File: config.mk
export PLATFORM = sky130hd
export DESIGN_NAME = time_format_expander
export DESIGN_NICKNAME = d
export VERILOG_FILES = /design/src/hw/rtl/tfe_pkg.sv /design/src/hw/rtl/time_format_expander.sv /design/src/hw/rtl/tfe_ctrl.sv /design/src/hw/rtl/tfe_datapath.sv
export SDC_FILE = /design/constraint.sdc
export NUM_CORES = 1
export LEC_CHECK = 0
export ABC_AREA = 1
export BUFFER_PORTS_ARGS = -buffer_cell sky130_fd_sc_hd__buf_2
export CORE_MARGIN = 1
export CORE_UTILIZATION = 50
export CTS_CLUSTER_DIAMETER = 60
export DETAILED_ROUTE_END_ITERATION = 10
export PLACE_DENSITY = 0.69
export SKIP_CTS_REPAIR_TIMING = 1
export SYNTH_ARGS = -nofsm -noshare
export SYNTH_HDL_FRONTEND = slang
export SYNTH_SLANG_ARGS = --single-unit
File: constraint.sdc
create_clock -name i_clk -period 5.5 [get_ports i_clk]
set_input_delay 0 -clock i_clk [delete_from_list [all_inputs] [get_ports i_clk]]
set_output_delay 0 -clock i_clk [all_outputs]
set_load 0.01 [all_outputs]
File: src/hw/rtl/tfe_pkg.sv
package tfe_pkg;

    // Upper bound on the output buffer, terminator included
    localparam int C_MAX_LEN   = 4096;
    localparam int C_CFG_W     = 14;
    localparam int C_BUF_DEPTH = 5;

    // Configuration register indexes
    typedef enum logic [2:0] {
        CFG_YEAR         = 3'd0,
        CFG_MONTH_INDEX  = 3'd1,
        CFG_DAY_OF_MONTH = 3'd2,
        CFG_HOUR         = 3'd3,
        CFG_MINUTE       = 3'd4,
        CFG_SECOND       = 3'd5,
        CFG_WEEKDAY      = 3'd6,
        CFG_MAX_SIZE     = 3'd7
    } t_cfg_idx;

    // Register reset values
    localparam logic [13:0] C_RST_YEAR     = 14'd1970;
    localparam logic [4:0]  C_RST_DAY      = 5'd1;
    localparam logic [2:0]  C_RST_WEEKDAY  = 3'd4;
    localparam logic [12:0] C_RST_MAX_SIZE = 13'd256;

    // Characters and conversion letters
    localparam logic [7:0] C_CH_NUL  = 8'h00;
    localparam logic [7:0] C_CH_PCT  = "%";
    localparam logic [7:0] C_CH_ZERO = "0";

    localparam logic [7:0] C_CONV_WDAY_NAME = "a";
    localparam logic [7:0] C_CONV_MON_NAME  = "b";
    localparam logic [7:0] C_CONV_YEAR      = "Y";
    localparam logic [7:0] C_CONV_MONTH     = "m";
    localparam logic [7:0] C_CONV_DAY       = "d";
    localparam logic [7:0] C_CONV_HOUR      = "H";
    localparam logic [7:0] C_CONV_MINUTE    = "M";
    localparam logic [7:0] C_CONV_SECOND    = "S";
    localparam logic [7:0] C_CONV_ZONE_NAME = "Z";
    localparam logic [7:0] C_CONV_ZONE_OFS  = "z";
    localparam logic [7:0] C_CONV_WDAY_SUN0 = "w";
    localparam logic [7:0] C_CONV_WDAY_MON1 = "u";

    localparam logic [23:0] C_TXT_UTC  = "UTC";
    localparam logic [39:0] C_TXT_OFS  = "+0000";

    // Kind of work an accepted byte starts
    typedef enum logic [1:0] {
        K_NONE,     // percent lead-in, nothing to output
        K_TEXT,     // bytes staged at once
        K_NUMBER,   // decimal digits still to be built
        K_STATUS    // terminator, status result
    } t_kind;

    typedef enum logic [2:0] {
        S_IDLE,
        S_DIGIT,
        S_CHECK,
        S_EMIT,
        S_STATUS
    } t_state;

    typedef struct packed {
        logic accept;
        logic digit;
        logic check;
        logic emit;
        logic status;
    } t_cmd;

    typedef struct packed {
        t_kind kind;
        logic  dig_last;
        logic  chk_empty;
        logic  emit_last;
        logic  out_free;
    } t_stat;

    function automatic logic [23:0] day_name(input logic [2:0] wd);
        logic [23:0] s;
        case (wd)
            3'd0:    s = "Sun";
            3'd1:    s = "Mon";
            3'd2:    s = "Tue";
            3'd3:    s = "Wed";
            3'd4:    s = "Thu";
            3'd5:    s = "Fri";
            3'd6:    s = "Sat";
            default: s = '0;
        endcase
        return s;
    endfunction

    function automatic logic [23:0] mon_name(input logic [3:0] mi);
        logic [23:0] s;
        case (mi)
            4'd0:    s = "Jan";
            4'd1:    s = "Feb";
            4'd2:    s = "Mar";
            4'd3:    s = "Apr";
            4'd4:    s = "May";
            4'd5:    s = "Jun";
            4'd6:    s = "Jul";
            4'd7:    s = "Aug";
            4'd8:    s = "Sep";
            4'd9:    s = "Oct";
            4'd10:   s = "Nov";
            4'd11:   s = "Dec";
            default: s = '0;
        endcase
        return s;
    endfunction

endpackage

File: src/hw/rtl/time_format_expander.sv
// Time format expander. Feed a zero-terminated format string one byte per
// transaction on the format channel; each plain byte comes back as one text
// result, and percent conversions (%a %b %Y %m %d %H %M %S %w %u %Z %z %%)
// expand from the time fields in the configuration registers. The zero byte
// returns one status result with the text length, or overflow when the text
// plus terminator would not fit in min(max_size, 4096) bytes; after overflow
// no more text comes out for that string. last_of_run marks the final result
// of each input byte. The user must write configuration only while no string
// byte is in flight, through i_cfg_we/index/data; the block itself does not
// enforce it. One byte is worked on at a time: a percent byte is only accepted;
// a plain byte, %%, a name or a fixed string is accepted, checked for size and
// sent byte by byte; a numeric conversion first builds its digits through a
// single divide-by-ten step; the terminator sends one status result. Each
// sent byte waits on the output register; a stalled result channel holds it.
module time_format_expander import tfe_pkg::*; (
    input  logic               i_clk,
    input  logic               i_rst_n,
    // format byte channel
    input  logic               i_format_valid,
    output logic               o_format_ready,
    input  logic [7:0]         i_format_char,
    // result channel
    output logic               o_result_valid,
    input  logic               i_result_ready,
    output logic [7:0]         o_out_char,
    output logic               o_char_valid,
    output logic               o_last_of_run,
    output logic               o_done_res,
    output logic               o_overflow,
    output logic [11:0]        o_text_length,
    // configuration write port
    input  logic               i_cfg_we,
    input  logic [2:0]         i_cfg_index,
    input  logic [C_CFG_W-1:0] i_cfg_data
);

    t_cmd  cmd;
    t_stat stat;

    // sequencer: accept, digit loop, size check, byte emission, status
    tfe_ctrl u_ctrl (
        .i_clk          (i_clk),
        .i_rst_n        (i_rst_n),
        .i_format_valid (i_format_valid),
        .i_stat         (stat),
        .o_format_ready (o_format_ready),
        .o_cmd          (cmd)
    );

    // registers, staging buffer, digit unit, size check, output register
    tfe_datapath u_datapath (
        .i_clk          (i_clk),
        .i_rst_n        (i_rst_n),
        .i_cmd          (cmd),
        .o_stat         (stat),
        .i_format_char  (i_format_char),
        .i_cfg_we       (i_cfg_we),
        .i_cfg_index    (i_cfg_index),
        .i_cfg_data     (i_cfg_data),
        .i_result_ready (i_result_ready),
        .o_result_valid (o_result_valid),
        .o_out_char     (o_out_char),
        .o_char_valid   (o_char_valid),
        .o_last_of_run  (o_last_of_run),
        .o_done_res     (o_done_res),
        .o_overflow     (o_overflow),
        .o_text_length  (o_text_length)
    );

endmodule

File: src/hw/rtl/tfe_ctrl.sv
module tfe_ctrl import tfe_pkg::*; (
    input  logic  i_clk,
    input  logic  i_rst_n,
    input  logic  i_format_valid,
    input  t_stat i_stat,
    output logic  o_format_ready,
    output t_cmd  o_cmd
);

    t_state r_state;
    t_state n_state;

    always_ff @(posedge i_clk) begin
        if (!i_rst_n) begin
            r_state <= S_IDLE;
        end else begin
            r_state <= n_state;
        end
    end

    // next state
    always_comb begin
        n_state = r_state;
        case (r_state)
            S_IDLE: begin
                if (i_format_valid) begin
                    case (i_stat.kind)
                        K_STATUS: n_state = S_STATUS;
                        K_TEXT:   n_state = S_CHECK;
                        K_NUMBER: n_state = S_DIGIT;
                        default:  n_state = S_IDLE;
                    endcase
                end
            end
            S_DIGIT: begin
                if (i_stat.dig_last) n_state = S_CHECK;
            end
            S_CHECK: begin
                n_state = i_stat.chk_empty ? S_IDLE : S_EMIT;
            end
            S_EMIT: begin
                if (i_stat.out_free && i_stat.emit_last) n_state = S_IDLE;
            end
            S_STATUS: begin
                if (i_stat.out_free) n_state = S_IDLE;
            end
            default: n_state = S_IDLE;
        endcase
    end

    // outputs
    always_comb begin
        o_format_ready = 1'b0;
        o_cmd          = '0;
        case (r_state)
            S_IDLE: begin
                o_format_ready = 1'b1;
                o_cmd.accept   = i_format_valid;
            end
            S_DIGIT:  o_cmd.digit  = 1'b1;
            S_CHECK:  o_cmd.check  = 1'b1;
            S_EMIT:   o_cmd.emit   = i_stat.out_free;
            S_STATUS: o_cmd.status = i_stat.out_free;
            default: begin
                o_format_ready = 1'b0;
            end
        endcase
    end

    a_emit_holds: assert property (@(posedge i_clk) disable iff (!i_rst_n)
        (r_state == S_EMIT && !i_stat.out_free) |=> (r_state == S_EMIT))
        else $error("emit state left while output register busy");

    a_digit_holds: assert property (@(posedge i_clk) disable iff (!i_rst_n)
        (r_state == S_DIGIT && !i_stat.dig_last) |=> (r_state == S_DIGIT))
        else $error("digit loop cut short");

    a_one_cmd: assert property (@(posedge i_clk) disable iff (!i_rst_n)
        $onehot0(o_cmd))
        else $error("more than one datapath command at once");

endmodule

File: src/hw/rtl/tfe_datapath.sv
module tfe_datapath import tfe_pkg::*; (
    input  logic                 i_clk,
    input  logic                 i_rst_n,
    input  t_cmd                 i_cmd,
    output t_stat                o_stat,
    input  logic [7:0]           i_format_char,
    input  logic                 i_cfg_we,
    input  logic [2:0]           i_cfg_index,
    input  logic [C_CFG_W-1:0]   i_cfg_data,
    input  logic                 i_result_ready,
    output logic                 o_result_valid,
    output logic [7:0]           o_out_char,
    output logic                 o_char_valid,
    output logic                 o_last_of_run,
    output logic                 o_done_res,
    output logic                 o_overflow,
    output logic [11:0]          o_text_length
);

    localparam logic [12:0] LP_MAX_LEN = 13'(C_MAX_LEN);

    // configuration
    logic [13:0] r_year;
    logic [3:0]  r_month_index;
    logic [4:0]  r_day_of_month;
    logic [4:0]  r_hour;
    logic [5:0]  r_minute;
    logic [5:0]  r_second;
    logic [2:0]  r_weekday;
    logic [12:0] r_max_size;

    // string state
    logic        r_ap;
    logic [12:0] r_wp;
    logic        r_ovf;

    // staging
    logic [7:0]  r_buf [C_BUF_DEPTH];
    logic [2:0]  r_n;
    logic        r_unk;
    logic [13:0] r_num;
    logic [2:0]  r_dig_cnt;
    logic [2:0]  r_emit_left;
    logic [2:0]  r_ptr;

    // output register
    logic        r_out_valid;
    logic [7:0]  r_out_char;
    logic        r_out_cv;
    logic        r_out_last;
    logic        r_out_done;
    logic        r_out_ovf;
    logic [11:0] r_out_len;

    // staging decode
    t_kind       s_kind;
    logic [7:0]  s_buf [C_BUF_DEPTH];
    logic [2:0]  s_n;
    logic        s_unk;
    logic        s_ap;
    logic [13:0] s_num;
    logic [2:0]  s_width;
    logic [2:0]  s_digits;
    logic [23:0] s_name;

    // digit step
    logic [29:0] dig_prod;
    logic [10:0] dig_q;
    logic [13:0] dig_rem;
    logic [7:0]  dig_char;

    // size check
    logic [12:0] eff_max;
    logic [13:0] sum1, sum2, sumn;
    logic        fit1, fit2, fitn;
    logic [2:0]  chk_k;
    logic        chk_set;
    logic        end_ovf;
    logic        out_free;

    always_ff @(posedge i_clk) begin
        if (!i_rst_n) begin
            r_year         <= C_RST_YEAR;
            r_month_index  <= '0;
            r_day_of_month <= C_RST_DAY;
            r_hour         <= '0;
            r_minute       <= '0;
            r_second       <= '0;
            r_weekday      <= C_RST_WEEKDAY;
            r_max_size     <= C_RST_MAX_SIZE;
        end else if (i_cfg_we) begin
            case (i_cfg_index)
                CFG_YEAR:         r_year         <= i_cfg_data[13:0];
                CFG_MONTH_INDEX:  r_month_index  <= i_cfg_data[3:0];
                CFG_DAY_OF_MONTH: r_day_of_month <= i_cfg_data[4:0];
                CFG_HOUR:         r_hour         <= i_cfg_data[4:0];
                CFG_MINUTE:       r_minute       <= i_cfg_data[5:0];
                CFG_SECOND:       r_second       <= i_cfg_data[5:0];
                CFG_WEEKDAY:      r_weekday      <= i_cfg_data[2:0];
                CFG_MAX_SIZE:     r_max_size     <= i_cfg_data[12:0];
                default:          r_year         <= r_year;
            endcase
        end
    end

    // classify and stage the incoming byte
    always_comb begin
        s_kind  = K_TEXT;
        s_buf   = r_buf;
        s_n     = 3'd0;
        s_unk   = 1'b0;
        s_ap    = 1'b0;
        s_num   = '0;
        s_width = 3'd1;
        s_name  = '0;
        if (i_format_char == C_CH_NUL) begin
            s_kind = K_STATUS;
        end else if (!r_ap) begin
            if (i_format_char == C_CH_PCT) begin
                s_kind = K_NONE;
                s_ap   = 1'b1;
            end else begin
                s_buf[4] = i_format_char;
                s_n      = 3'd1;
            end
        end else begin
            case (i_format_char)
                C_CH_PCT: begin
                    s_buf[4] = C_CH_PCT;
                    s_n      = 3'd1;
                end
                C_CONV_WDAY_NAME, C_CONV_MON_NAME: begin
                    if (i_format_char == C_CONV_WDAY_NAME) begin
                        s_name = day_name(r_weekday);
                        s_n    = (r_weekday < 3'd7) ? 3'd3 : 3'd0;
                    end else begin
                        s_name = mon_name(r_month_index);
                        s_n    = (r_month_index < 4'd12) ? 3'd3 : 3'd0;
                    end
                    s_buf[2] = s_name[23:16];
                    s_buf[3] = s_name[15:8];
                    s_buf[4] = s_name[7:0];
                end
                C_CONV_YEAR: begin
                    s_kind  = K_NUMBER;
                    s_num   = r_year;
                    s_width = 3'd4;
                end
                C_CONV_MONTH: begin
                    s_kind  = K_NUMBER;
                    s_num   = 14'(r_month_index) + 14'd1;
                    s_width = 3'd2;
                end
                C_CONV_DAY: begin
                    s_kind  = K_NUMBER;
                    s_num   = 14'(r_day_of_month);
                    s_width = 3'd2;
                end
                C_CONV_HOUR: begin
                    s_kind  = K_NUMBER;
                    s_num   = 14'(r_hour);
                    s_width = 3'd2;
                end
                C_CONV_MINUTE: begin
                    s_kind  = K_NUMBER;
                    s_num   = 14'(r_minute);
                    s_width = 3'd2;
                end
                C_CONV_SECOND: begin
                    s_kind  = K_NUMBER;
                    s_num   = 14'(r_second);
                    s_width = 3'd2;
                end
                C_CONV_WDAY_SUN0: begin
                    s_kind = K_NUMBER;
                    s_num  = 14'(r_weekday);
                end
                C_CONV_WDAY_MON1: begin
                    s_kind = K_NUMBER;
                    s_num  = (r_weekday == 3'd0) ? 14'd7 : 14'(r_weekday);
                end
                C_CONV_ZONE_NAME: begin
                    s_buf[2] = C_TXT_UTC[23:16];
                    s_buf[3] = C_TXT_UTC[15:8];
                    s_buf[4] = C_TXT_UTC[7:0];
                    s_n      = 3'd3;
                end
                C_CONV_ZONE_OFS: begin
                    s_buf[0] = C_TXT_OFS[39:32];
                    s_buf[1] = C_TXT_OFS[31:24];
                    s_buf[2] = C_TXT_OFS[23:16];
                    s_buf[3] = C_TXT_OFS[15:8];
                    s_buf[4] = C_TXT_OFS[7:0];
                    s_n      = 3'd5;
                end
                default: begin
                    // unknown: percent and letter, each checked on its own
                    s_buf[3] = C_CH_PCT;
                    s_buf[4] = i_format_char;
                    s_n      = 3'd2;
                    s_unk    = 1'b1;
                end
            endcase
        end

        if (s_num < 14'd10)         s_digits = 3'd1;
        else if (s_num < 14'd100)   s_digits = 3'd2;
        else if (s_num < 14'd1000)  s_digits = 3'd3;
        else if (s_num < 14'd10000) s_digits = 3'd4;
        else                        s_digits = 3'd5;

        if (s_kind == K_NUMBER) begin
            s_n = (s_digits > s_width) ? s_digits : s_width;
        end
    end

    // one decimal digit per cycle: divide by ten through the reciprocal
    assign dig_prod = 30'(r_num) * 30'd52429;
    assign dig_q    = dig_prod[29:19];
    assign dig_rem  = r_num - (14'({dig_q, 3'b000}) + 14'({dig_q, 1'b0}));
    assign dig_char = C_CH_ZERO + {4'b0000, dig_rem[3:0]};

    // size check
    assign eff_max = (r_max_size < LP_MAX_LEN) ? r_max_size : LP_MAX_LEN;
    assign sum1    = 14'(r_wp) + 14'd1;
    assign sum2    = 14'(r_wp) + 14'd2;
    assign sumn    = 14'(r_wp) + 14'(r_n);
    assign fit1    = sum1 < 14'(eff_max);
    assign fit2    = sum2 < 14'(eff_max);
    assign fitn    = sumn < 14'(eff_max);

    always_comb begin
        chk_k   = 3'd0;
        chk_set = 1'b0;
        if (!r_ovf && r_n != 3'd0) begin
            if (r_unk) begin
                if (!fit1) begin
                    chk_set = 1'b1;
                end else if (!fit2) begin
                    chk_k   = 3'd1;
                    chk_set = 1'b1;
                end else begin
                    chk_k = 3'd2;
                end
            end else if (fitn) begin
                chk_k = r_n;
            end else begin
                chk_set = 1'b1;
            end
        end
    end

    assign end_ovf  = r_ovf || (r_wp >= eff_max);
    assign out_free = !r_out_valid || i_result_ready;

    assign o_stat.kind      = s_kind;
    assign o_stat.dig_last  = (r_dig_cnt == 3'd0);
    assign o_stat.chk_empty = (chk_k == 3'd0);
    assign o_stat.emit_last = (r_emit_left == 3'd1);
    assign o_stat.out_free  = out_free;

    // control state
    always_ff @(posedge i_clk) begin
        if (!i_rst_n) begin
            r_ap        <= 1'b0;
            r_wp        <= '0;
            r_ovf       <= 1'b0;
            r_dig_cnt   <= '0;
            r_emit_left <= '0;
            r_out_valid <= 1'b0;
        end else begin
            if (i_cmd.accept) begin
                r_ap      <= s_ap;
                r_dig_cnt <= 3'(C_BUF_DEPTH - 1);
            end
            if (i_cmd.digit) begin
                r_dig_cnt <= r_dig_cnt - 3'd1;
            end
            if (i_cmd.check) begin
                r_wp        <= r_wp + 13'(chk_k);
                r_ovf       <= r_ovf | chk_set;
                r_emit_left <= chk_k;
            end
            if (i_cmd.emit) begin
                r_emit_left <= r_emit_left - 3'd1;
            end
            if (i_cmd.status) begin
                r_wp  <= '0;
                r_ovf <= 1'b0;
                r_ap  <= 1'b0;
            end
            if (i_cmd.emit || i_cmd.status) begin
                r_out_valid <= 1'b1;
            end else if (i_result_ready) begin
                r_out_valid <= 1'b0;
            end
        end
    end

    // payload
    always_ff @(posedge i_clk) begin
        if (i_cmd.accept) begin
            r_buf <= s_buf;
            r_n   <= s_n;
            r_unk <= s_unk;
            r_num <= s_num;
        end else if (i_cmd.digit) begin
            // least significant digit first, shifted toward the tail
            r_num    <= 14'(dig_q);
            r_buf[0] <= dig_char;
            for (int i = 1; i < C_BUF_DEPTH; i++) begin
                r_buf[i] <= r_buf[i-1];
            end
        end
        if (i_cmd.check) begin
            r_ptr <= 3'(C_BUF_DEPTH) - r_n;
        end else if (i_cmd.emit) begin
            r_ptr <= r_ptr + 3'd1;
        end
        if (i_cmd.emit) begin
            r_out_char <= r_buf[r_ptr];
            r_out_cv   <= 1'b1;
            r_out_last <= (r_emit_left == 3'd1);
            r_out_done <= 1'b0;
            r_out_ovf  <= 1'b0;
            r_out_len  <= '0;
        end else if (i_cmd.status) begin
            r_out_char <= '0;
            r_out_cv   <= 1'b0;
            r_out_last <= 1'b1;
            r_out_done <= 1'b1;
            r_out_ovf  <= end_ovf;
            r_out_len  <= end_ovf ? 12'd0 : r_wp[11:0];
        end
    end

    assign o_result_valid = r_out_valid;
    assign o_out_char     = r_out_char;
    assign o_char_valid   = r_out_cv;
    assign o_last_of_run  = r_out_last;
    assign o_done_res     = r_out_done;
    assign o_overflow     = r_out_ovf;
    assign o_text_length  = r_out_len;

    a_emit_in_buf: assert property (@(posedge i_clk) disable iff (!i_rst_n)
        (r_emit_left != 3'd0) |-> (4'(r_ptr) + 4'(r_emit_left) <= 4'(C_BUF_DEPTH)))
        else $error("emit window runs past staging buffer");

    a_emit_has_byte: assert property (@(posedge i_clk) disable iff (!i_rst_n)
        i_cmd.emit |-> (r_emit_left != 3'd0))
        else $error("emit with nothing left to send");

    a_ovf_len_zero: assert property (@(posedge i_clk) disable iff (!i_rst_n)
        (r_out_valid && r_out_done && r_out_ovf) |-> (r_out_len == 12'd0))
        else $error("overflow status carries a length");

endmodule

==> flow_metrics.py <==
metrics = {
    "global_route": {
        "grt_pass1_wl_mm": 59.6,
        "grt_overflow": 0,
        "grt_max_degree": 58,
        "grt_pass1_vias": 11800,
        "grt_usage_pct": 26.3,
        "antenna_found_initial": 0,
    },
    "cells_and_area": {
        "final_common_cell": "nand2_1",
        "drive_gt1_share_pct": 10.8,
        "finish.utilization_pct": 57.5,
        "syn_to_final_growth_pct": 13.1,
        "final_cell_mix": "339 x nand2_1, 278 x inv_1, 183 x nor2_1, 167 x ha_1, 153 x o21ai_0",
        "antenna_cells": 0,
        "fin_nets": 2198,
    },
    "hold_path": {
        "hp-class": "in2reg",
    },
    "worst_setup_path": {
        "crit_end": "u_datapath.r_buf[35]",
        "reg2reg_from": "u_datapath.r_num[12]",
        "worstSetupEndpointType": "register",
        "worstPathMaxFanout": 3,
        "reg2reg_to": "u_datapath.r_buf[35]",
        "cp-start-kind": "register",
        "reg2regPathDepth": 19,
        "r2r_slack_ps": 70,
        "cp.arrival_ps": 5620,
        "crit_path_start": "u_datapath.r_num[12]",
        "crit_type": "reg2reg",
        "critPathRequiredTime_ps": 5690,
    },
    "clock_network": {
        "cts_max_level": 4,
        "numClockSinks": 174,
        "clock_latency_ps": 440,
        "clk_path_buf_depth": 2,
        "clk_pin_slew_worst_paths_ps": 80,
        "cts_tree": "built",
        "numCtsBuffers": 17,
        "root_buffer": "clkbuf_16",
    },
    "drt": {
        "drc": 0,
        "drtIter0Drc": 900,
        "vias": 12400,
        "vias_per_cell": 5.34,
        "post_drt_wl_per_cell_microns": 15.9,
        "ant_nets": 0,
        "dr.pass1.iters": 5,
        "routed_wl_mm": 36.9,
    },
    "run": {
        "maxCapViolCount": 0,
    },
    "placement": {
        "io_buffers": 55,
        "routabilityCongestion": 0.904,
        "pre_cts_slack_ps": -131,
        "dpl.hpwl_mm": 29.5,
    },
    "sta": {
        "fin_crit_ps": 5430,
        "worst_pin_slew_ps": 985,
        "setup_viol": 0,
        "hold_violations": 1,
        "slew-limit-headroom_pct": 34.1,
        "fin_skew_ps": 12.3,
        "fmax_ghz": 0.184,
        "finalCritPeriodShare_pct": 98.7,
        "holdWs_ps": -7.85,
        "final.setup.tns_ps": 0,
        "fin_ws_ps": 73.5,
        "maxSlewViolCount": 0,
        "rsz0062_at_grt": "yes",
    },
    "die": {
        "die-area_sq_um": 28800,
        "pin_count": 56,
        "fp.dieH_microns": 170,
        "core_area_sq_um": 27700,
        "initial_core_util_pct": 50.8,
        "placementRows": 61,
        "fp.dieW_microns": 170,
    },
    "run_status": {
        "violations": "hold timing",
        "run_status": "finished with violations",
    },
    "synthesis": {
        "syn_nets": 2107,
        "synth-seq-cells": 174,
        "synth_edf_count": 62,
        "synth_cell_types": 56,
        "synth_area_per_cell_sq_um": 7.63,
        "yosys_warnings": 0,
        "synth_seq_area_share_pct": 29.2,
        "ys.flop_type": "dfxtp_1",
        "synth_cells": 1844,
        "async_reset_ff_share_pct": 0,
        "synthesis.area_sq_um": 14100,
    },
}
cells in the mapped netlist, types with 9 or more instances:
master	n	area, sq um
a21oi_1	116	581
a31oi_1	10	62.6
clkbuf_1	39	146
dfxtp_1	112	2240
edfxtp_1	62	1860
fa_1	54	1080
ha_1	179	2240
inv_1	281	1050
nand2_1	340	1280
nand2_2	13	81.3
nand3_1	86	430
nand4_1	21	131
nor2_1	185	694
nor3_1	26	130
o211ai_1	10	75.1
o21ai_0	158	791
o22ai_1	11	68.8
o31ai_1	14	105
xnor2_1	9	78.8
xor2_1	41	359
worst min path at each step:
stage                   start  cells after the start  slack [ps]                         to
4_1_cts        i_cfg_data[11]                      3        -180  u_datapath.r_max_size[11]
3_3_place_gp   i_cfg_data[10]                      3         260      u_datapath.r_year[10]
6_report       i_result_ready                      4          -8          u_ctrl.r_state[1]
2_1_floorplan   i_cfg_data[8]                      2         130   u_datapath.r_max_size[8]
3_5_place_dp   i_cfg_data[11]                      3         270  u_datapath.r_max_size[11]
5_1_grt        i_result_ready                      4           7          u_ctrl.r_state[1]
critical path: stages, from the launching register on:
cell      delay, ps
edfxtp_1        470
ha_4            320
inv_1            60
fa_1            530
fa_1            440
fa_1            520
inv_1            60
fa_1            530
fa_1            420
ha_1            320
nand2_1         140
o21ai_1          90
a31oi_1         200
nand3_2         140
xor2_2          200
ha_2            200
xnor2_2         140
xor2_1          180
a21oi_1         140
o21ai_1          80
routing by layer:
| layer | track usage [%] | wire, microns | vias to the layer above |
|---|---|---|---|
| met2 | 41.8 | 16700 | 334 |
| met1 | 37.1 | 17500 | 5789 |
| met3 | 4.13 | 2130 | 39 |
| li1 | - | - | 6261 |
| met5 | 0 | 0 | - |
| met4 | 6.74 | 595 | 0 |
stage by stage:
| step | cell area, sq um | cells |
|---|---|---|
| floorplan | 14100 | 1844 |
| global placement | 15000 | 2274 |
| detailed placement | 15000 | 2274 |
| CTS | 15500 | 2306 |
| global route | 15900 | 2326 |
| finish | 15900 | 2326 |
flip-flops by register name, indices dropped and copies added (netlist names), 4 cells and up, named ones only:
name / cells
u_datapath.r_buf: 32
u_datapath.r_num: 14
u_datapath.r_year: 14
u_datapath.r_max_size: 13
u_datapath.r_wp: 13
u_datapath.o_text_length: 12
u_datapath.o_out_char: 8
u_datapath.r_minute: 6
u_datapath.r_second: 6
u_datapath.r_day_of_month: 5
u_datapath.r_hour: 5
u_datapath.r_month_index: 4
cells by family after synthesis:
kind of cell / Yosys count / synth area share [%]
adders and majority gates: 233 / 23.6
DFF: 174 / 29.2
xor gates and xnor gates: 50 / 3.11
AOI/OAI and AO/OA: 344 / 13.4
and+or+nand+nor: 708 / 21.7
buffers and inverters: 335 / 9.01
area by class of cell:
cell class | count | area [sq um]
Multi-Input combinational cell | 1335 | 8910
Tap cell | 378 | 473
Fill cell | 2556 | 11800
Clock buffer | 17 | 425
Clock inverter | 15 | 145
Inverter | 291 | 1090
Sequential cell | 174 | 4110
Timing Repair Buffer | 116 | 772
Power is not shown: default switching activity piles up to over one toggle a cycle in this logic, so the estimate is an artifact.
